## src/hw/rtl/akx_pkg.sv

```systemverilog
package akx_pkg;

	// key schedule geometry
	localparam int NUM_ROUNDS  = 14;
	localparam int KEY_WORDS   = 8;
	localparam int TOTAL_WORDS = 4 * (NUM_ROUNDS + 1);
	localparam int IDX_W       = $clog2(TOTAL_WORDS);
	localparam int ROW_W       = $clog2(NUM_ROUNDS + 1);
	localparam int ADDR_W      = ROW_W + 1;
	localparam int MEM_DEPTH   = 2 ** ADDR_W;

	localparam logic [IDX_W-1:0] LAST_WORD    = IDX_W'(TOTAL_WORDS - 1);
	localparam logic [IDX_W-1:0] LAST_KEY_ROW = IDX_W'(KEY_WORDS - 4);
	localparam logic [IDX_W-1:0] FIRST_GEN    = IDX_W'(KEY_WORDS);
	localparam logic [ROW_W-1:0] LAST_ROUND   = ROW_W'(NUM_ROUNDS);

	localparam logic FUNC_FWD = 1'b0;
	localparam logic FUNC_INV = 1'b1;

	// controller states
	typedef enum logic [2:0] {
		ST_IDLE,
		ST_KEY,
		ST_GEN,
		ST_READ,
		ST_LOAD
	} akx_state_t;

	// controller to datapath
	typedef struct packed {
		logic             capture;
		logic             key_write;
		logic             gen_step;
		logic             mem_read;
		logic             out_load;
		logic [IDX_W-1:0] word_idx;
	} akx_cmd_t;

	// datapath to controller
	typedef struct packed {
		logic expand_req;
	} akx_stat_t;

	// aes forward s-box
	localparam logic [7:0] SBOX [256] = '{
		8'h63, 8'h7c, 8'h77, 8'h7b, 8'hf2, 8'h6b, 8'h6f, 8'hc5,
		8'h30, 8'h01, 8'h67, 8'h2b, 8'hfe, 8'hd7, 8'hab, 8'h76,
		8'hca, 8'h82, 8'hc9, 8'h7d, 8'hfa, 8'h59, 8'h47, 8'hf0,
		8'had, 8'hd4, 8'ha2, 8'haf, 8'h9c, 8'ha4, 8'h72, 8'hc0,
		8'hb7, 8'hfd, 8'h93, 8'h26, 8'h36, 8'h3f, 8'hf7, 8'hcc,
		8'h34, 8'ha5, 8'he5, 8'hf1, 8'h71, 8'hd8, 8'h31, 8'h15,
		8'h04, 8'hc7, 8'h23, 8'hc3, 8'h18, 8'h96, 8'h05, 8'h9a,
		8'h07, 8'h12, 8'h80, 8'he2, 8'heb, 8'h27, 8'hb2, 8'h75,
		8'h09, 8'h83, 8'h2c, 8'h1a, 8'h1b, 8'h6e, 8'h5a, 8'ha0,
		8'h52, 8'h3b, 8'hd6, 8'hb3, 8'h29, 8'he3, 8'h2f, 8'h84,
		8'h53, 8'hd1, 8'h00, 8'hed, 8'h20, 8'hfc, 8'hb1, 8'h5b,
		8'h6a, 8'hcb, 8'hbe, 8'h39, 8'h4a, 8'h4c, 8'h58, 8'hcf,
		8'hd0, 8'hef, 8'haa, 8'hfb, 8'h43, 8'h4d, 8'h33, 8'h85,
		8'h45, 8'hf9, 8'h02, 8'h7f, 8'h50, 8'h3c, 8'h9f, 8'ha8,
		8'h51, 8'ha3, 8'h40, 8'h8f, 8'h92, 8'h9d, 8'h38, 8'hf5,
		8'hbc, 8'hb6, 8'hda, 8'h21, 8'h10, 8'hff, 8'hf3, 8'hd2,
		8'hcd, 8'h0c, 8'h13, 8'hec, 8'h5f, 8'h97, 8'h44, 8'h17,
		8'hc4, 8'ha7, 8'h7e, 8'h3d, 8'h64, 8'h5d, 8'h19, 8'h73,
		8'h60, 8'h81, 8'h4f, 8'hdc, 8'h22, 8'h2a, 8'h90, 8'h88,
		8'h46, 8'hee, 8'hb8, 8'h14, 8'hde, 8'h5e, 8'h0b, 8'hdb,
		8'he0, 8'h32, 8'h3a, 8'h0a, 8'h49, 8'h06, 8'h24, 8'h5c,
		8'hc2, 8'hd3, 8'hac, 8'h62, 8'h91, 8'h95, 8'he4, 8'h79,
		8'he7, 8'hc8, 8'h37, 8'h6d, 8'h8d, 8'hd5, 8'h4e, 8'ha9,
		8'h6c, 8'h56, 8'hf4, 8'hea, 8'h65, 8'h7a, 8'hae, 8'h08,
		8'hba, 8'h78, 8'h25, 8'h2e, 8'h1c, 8'ha6, 8'hb4, 8'hc6,
		8'he8, 8'hdd, 8'h74, 8'h1f, 8'h4b, 8'hbd, 8'h8b, 8'h8a,
		8'h70, 8'h3e, 8'hb5, 8'h66, 8'h48, 8'h03, 8'hf6, 8'h0e,
		8'h61, 8'h35, 8'h57, 8'hb9, 8'h86, 8'hc1, 8'h1d, 8'h9e,
		8'he1, 8'hf8, 8'h98, 8'h11, 8'h69, 8'hd9, 8'h8e, 8'h94,
		8'h9b, 8'h1e, 8'h87, 8'he9, 8'hce, 8'h55, 8'h28, 8'hdf,
		8'h8c, 8'ha1, 8'h89, 8'h0d, 8'hbf, 8'he6, 8'h42, 8'h68,
		8'h41, 8'h99, 8'h2d, 8'h0f, 8'hb0, 8'h54, 8'hbb, 8'h16
	};

	function automatic logic [31:0] sub_word(input logic [31:0] w);
		sub_word = {SBOX[w[31:24]], SBOX[w[23:16]], SBOX[w[15:8]], SBOX[w[7:0]]};
	endfunction

	// multiply by x in gf(2^8)
	function automatic logic [7:0] xtime(input logic [7:0] b);
		xtime = {b[6:0], 1'b0} ^ (b[7] ? 8'h1b : 8'h00);
	endfunction

endpackage

```

## src/hw/rtl/akx_ctrl.sv

```systemverilog
module akx_ctrl (
	input  logic               clk,
	input  logic               arst_n,
	input  logic               in_valid,
	output logic               in_ready,
	output logic               out_valid,
	input  logic               out_ready,
	input  akx_pkg::akx_stat_t stat,
	output akx_pkg::akx_cmd_t  cmd
);
	import akx_pkg::*;

	akx_state_t       state_q, state_d;
	logic [IDX_W-1:0] idx_q, idx_d;
	logic             out_valid_q, out_valid_d;
	logic             slot_free;

	// state, word counter and output valid
	always_ff @(posedge clk or negedge arst_n) begin
		if (!arst_n) begin
			state_q     <= ST_IDLE;
			idx_q       <= '0;
			out_valid_q <= 1'b0;
		end else begin
			state_q     <= state_d;
			idx_q       <= idx_d;
			out_valid_q <= out_valid_d;
		end
	end

	assign slot_free = !out_valid_q || out_ready;
	assign in_ready  = (state_q == ST_IDLE);
	assign out_valid = out_valid_q;

	// next state and commands
	always_comb begin
		state_d       = state_q;
		idx_d         = idx_q;
		out_valid_d   = out_valid_q && !out_ready;
		cmd           = '0;
		cmd.word_idx  = idx_q;
		unique case (state_q)
			ST_IDLE: begin
				if (in_valid) begin
					cmd.capture = 1'b1;
					idx_d       = '0;
					state_d     = stat.expand_req ? ST_KEY : ST_READ;
				end
			end
			ST_KEY: begin
				cmd.key_write = 1'b1;
				if (idx_q == LAST_KEY_ROW) begin
					idx_d   = FIRST_GEN;
					state_d = ST_GEN;
				end else begin
					idx_d = idx_q + IDX_W'(4);
				end
			end
			ST_GEN: begin
				cmd.gen_step = 1'b1;
				if (idx_q == LAST_WORD) begin
					state_d = ST_READ;
				end else begin
					idx_d = idx_q + IDX_W'(1);
				end
			end
			ST_READ: begin
				cmd.mem_read = 1'b1;
				state_d      = ST_LOAD;
			end
			ST_LOAD: begin
				if (slot_free) begin
					cmd.out_load = 1'b1;
					out_valid_d  = 1'b1;
					state_d      = ST_IDLE;
				end
			end
			default: state_d = ST_IDLE;
		endcase
	end
endmodule

```

## config.mk

```make
export PLATFORM = sky130hd
export DESIGN_NAME = akx_ctrl
export DESIGN_NICKNAME = d
export VERILOG_FILES = /design/src/hw/rtl/akx_pkg.sv /design/src/hw/rtl/akx_ctrl.sv
export SDC_FILE = /design/constraint.sdc
export NUM_CORES = 1
export LEC_CHECK = 0
export BUFFER_PORTS_ARGS = -buffer_cell sky130_fd_sc_hd__buf_2
export CORE_MARGIN = 4
export CORE_UTILIZATION = 54
export CTS_CLUSTER_DIAMETER = 120
export DETAILED_ROUTE_END_ITERATION = 6
export HOLD_SLACK_MARGIN = 0.02
export PLACE_DENSITY = 0.78
export SLEW_MARGIN = 20
export SYNTH_ARGS = -nofsm -noshare
export SYNTH_HDL_FRONTEND = slang
export SYNTH_SLANG_ARGS = --single-unit
export TNS_END_PERCENT = 10
```

## constraint.sdc

```tcl
create_clock -name clk -period 4.6 [get_ports clk]
set_input_delay 0.69 -clock clk [delete_from_list [all_inputs] [get_ports clk]]
set_output_delay 0.69 -clock clk [all_outputs]
set_load 0.02 [all_outputs]
```

# Yosys cells after proc, flatten, opt, wreduce, memory -nomap -nowiden
# Cells that the tools add are included.
[word_totals]
elab_cells = 43
register_bits = 10
in_bits = 5
[op_classes]
mux = 19
n_addsub = 2
eq_ne = 11
reduce_logical = 8
[op_table]
columns = ["operator", "n"]
rows = [
  ["2-to-1 mux 6 bit", 3],
  ["case mux 6 bit (3 select lines)", 1],
  ["case mux 3 bit (5 select lines)", 1],
  ["2-to-1 mux 3 bit", 4],
  ["inequality test 2 bit, second input constant", 5],
  ["2-to-1 mux 1 bit", 9],
  ["adder 6 x 1 -> 6 bit, second input constant", 1],
  ["adder 6 x 3 -> 6 bit, second input constant", 1],
  ["equality test 3 x 2 -> 1 bit, second input constant", 2],
  ["equality test 6 x 3 -> 1 bit, second input constant", 1],
  ["equality test 6 bit, second input constant", 1],
  ["AND reduction 4 bit", 1],
  ["equality test 3 x 1 -> 1 bit, second input constant", 1],
  ["equality test 3 bit, second input constant", 1],
  ["logical NOT 3 bit", 1],
  ["AND reduction 3 bit", 1],
  ["nonzero test 3 bit", 1],
  ["logical NOT 1 bit", 2],
  ["2-to-1 mux 2 bit", 1],
  ["logical AND 1 bit", 1],
  ["logical OR 1 bit", 1],
]

# Logic depth before layout (Yosys ltp)
[depth]
depth_word = 4
mapped_depth = 6
depth_no_buf = 6

# Least setup slack after synthesis
# OpenSTA, ideal clock, no wires.
[synth_timing]
path_type = "register to output"
start = "reg state_q[2]"
end = "out cmd[10] (netlist bit)"
path_slack_ps = 2585
path_stages_with_launch = 3
path_buffers = 0
t_arrival_ps = 1325
path_cell_list = "dfrtp_1 > nor3_1 > and2_1"
[synth_rtl]
columns = ["item", "line_no", "rtl"]
rows = [
  ["start: declaration", "akx_ctrl.sv:13", "akx_state_t state_q, state_d;"],
  ["start signal: assignment", "akx_ctrl.sv:25", "state_q <= state_d;"],
  ["end: declaration", "akx_ctrl.sv:9", "output akx_pkg::akx_cmd_t cmd"],
]

==> reports/results.ini <==
[setup_path]
startpoint = state_q[2]
r2r_start = idx_q[2]
cp_top_family = flip-flops
worst-path-buf-inv = 2
worstPathRequired_ns = 3.91
arrival_ns = 1.64
path_class = flip-flop to output port
crit_slowest_cell = dfrtp_1
end_kind = output port
path_cells = or3b_4 -> inv_2 -> buf_2
start_kind = flip-flop
cpPeakStageDelay_ns = 0.55
crit_fanout = 16

[timing]
skew_ns = 0.0110
worstMarginPinSlew_ns = 0.494
fin_crit_ns = 2.33
maxSlewViolCount = 0
tns_ns = 0
hold_violations = 0
fin_ws_ns = 2.27
rsz0062_at_grt = false
setup_viol = 0
finalCritPeriodShare = 0.506
max_clock_freq_mhz = 429
max-slew-margin-rel = 0.670

[grt]
grt_overflow = 0
grt_max_degree = 17
antenna_found_initial = 0
grt_first_pass_wirelength_um = 2730
grt.total_usage = 0.191
grt_pass1_vias = 596

[layout]
area_delta_synth_final_pct = 18.1
nets = 111
antenna_cells = 0
drive_gt1_frac = 0.270

[logic_synthesis]
synth_edf_count = 0
synth.avg_cell_area_um2 = 8.73
syn_nets = 91
yosys_warnings = 0
yosysSeqAreaShare = 0.354
synthFlopType = dfrtp_1
synth_area_um2 = 707
synth_seq_cells = 10
synthDistinctLibCells = 33
syn_inst = 81
async_flop_share = 1.00

[floorplanning]
die_area_um2 = 1950
row_count = 12
die_h_um = 44.2
ioPinCount = 18
fp.dieW_um = 44.2
initial_core_util = 0.604
core_um2 = 1170

[clock_network]
clkTransAtPathRegs_ns = 0.07
ctsHoldBuffers = 0
clkLatencyLatePin_ns = 0.27
clock-root-buffer = clkbuf_4
cts_buffers = 3
h-tree-depth = 1
cts_tree = done
cts_max_path_buffers = 2
postCtsSetupBuffers = 0
cts.sinks = 10
cts_resized = 0

[worst_hold_path]
holdCritPathClass = input pin to asynchronous set/reset pin

[routing]
drt_first_iter_violations = 27
routed_via_density = 5.75
route.detailed.drc = 0
drt_first_pass_iters = 4
antenna_left = 0
wl_um = 1600
vias = 656
wl_per_cell_um = 14.0

[power]
peakVddDrop_mv = 0.441
p_leak_nw = 0.436
p_per_area_nw_per_um2 = 705

[place]
post-place-ws_ns = 2.57
place.gp.congestion = 0.869
port_buffers = 17
dpl.hpwl_um = 1230

[outcome]
status = complete, no violations

[job]
cap_viol_max_count = 0

-- cell type report --
cell class,count,area [µm²]
Tap cell,14,17.5
Fill cell,97,337
Inverter,9,33.8
Multi-Input combinational cell,60,412
Timing Repair Buffer,17,85.1
Sequential cell,10,250
Clock buffer,4,36.3
-- cell usage after synthesis (all sizes together), types with 3 or more instances --
library cell | count | share of area
inv | 9 | 0.048
a211oi | 3 | 0.032
nand3 | 3 | 0.021
nand2 | 9 | 0.058
a21oi | 7 | 0.050
nor2 | 7 | 0.037
dfrtp | 10 | 0.35
ha | 5 | 0.088
-- placed cells by master, fill, tap and decap left out --
master / n
dfrtp_1: 10
a2111oi_1: 1
nor2_1: 7
nor2b_1: 1
or3b_4: 1
nand4_1: 1
or2_2: 1
a31oi_1: 2
o22ai_1: 2
a211oi_1: 3
ha_1: 5
a31o_1: 1
nand2_1: 8
nand2_4: 1
nor3b_4: 1
inv_2: 1
nand3_1: 3
and2b_2: 1
clkbuf_8: 1
nor3_1: 2
o21ai_1: 1
nand4bb_1: 1
a21oi_1: 7
mux2i_1: 2
and3_1: 1
a2bb2oi_1: 2
and2_1: 1
nand3b_1: 1
a211o_1: 1
nand2b_1: 1
buf_2: 17
o22a_1: 1
clkbuf_4: 3
inv_1: 8
-- flip-flops by register name, indices dropped and copies added, names as in the netlist --
signal,count
out_valid,1
state_q,3
idx_q,6
-- metal layers --
metal | part of all wire | global-route usage | routed length [µm]
met1 | 0.40 | 0.249 | 636
met2 | 0.49 | 0.265 | 778
met3 | 0.091 | 0.0935 | 146
met4 | 0.024 | 0.0843 | 39
met5 | 0 | 0 | 0
-- path summary, 6_finish.rpt --
kind	to	slack, ns	cells after the start
max in group asynchronous	idx_q[0]	4.14	1
min in group clk	out_valid	0.51	2
max reg2reg	idx_q[4]	2.71	6
min reg2reg	out_valid	0.51	2
min	idx_q[4]	0.26	1
max	cmd[8]	2.27	3
-- kinds of logic after synthesis --
| group | share of synthesized area |
|---|---|
| simple gates | 0.266 |
| compound gates | 0.200 |
| buf+inv | 0.0637 |
| flops | 0.354 |
| fa+ha+maj | 0.0885 |
| mux | 0.0283 |
-- report_power, final --
part	total, mW	internal [mW]	switching, mW
Sequential	0.182	0.120	0.0624
Clock	0.0789	0.0480	0.0308
Combinational	0.327	0.130	0.197
Total	0.588	0.297	0.291
-- metrics by stage --
step           total power, mW  utilization  hold slack (ns)  cells  cell area, µm²
6_report                 0.588        0.713            0.262    114             835
5_1_grt                  0.646        0.713            0.249    114             835
4_1_cts                  0.590        0.713            0.261    114             835
3_5_place_dp             0.507        0.682            0.504    110             798
3_3_place_gp             0.500        0.682            0.500    110             798
2_1_floorplan            0.421            -            0.394     81             707
Note: power is estimated with default switching activity, not from simulation.
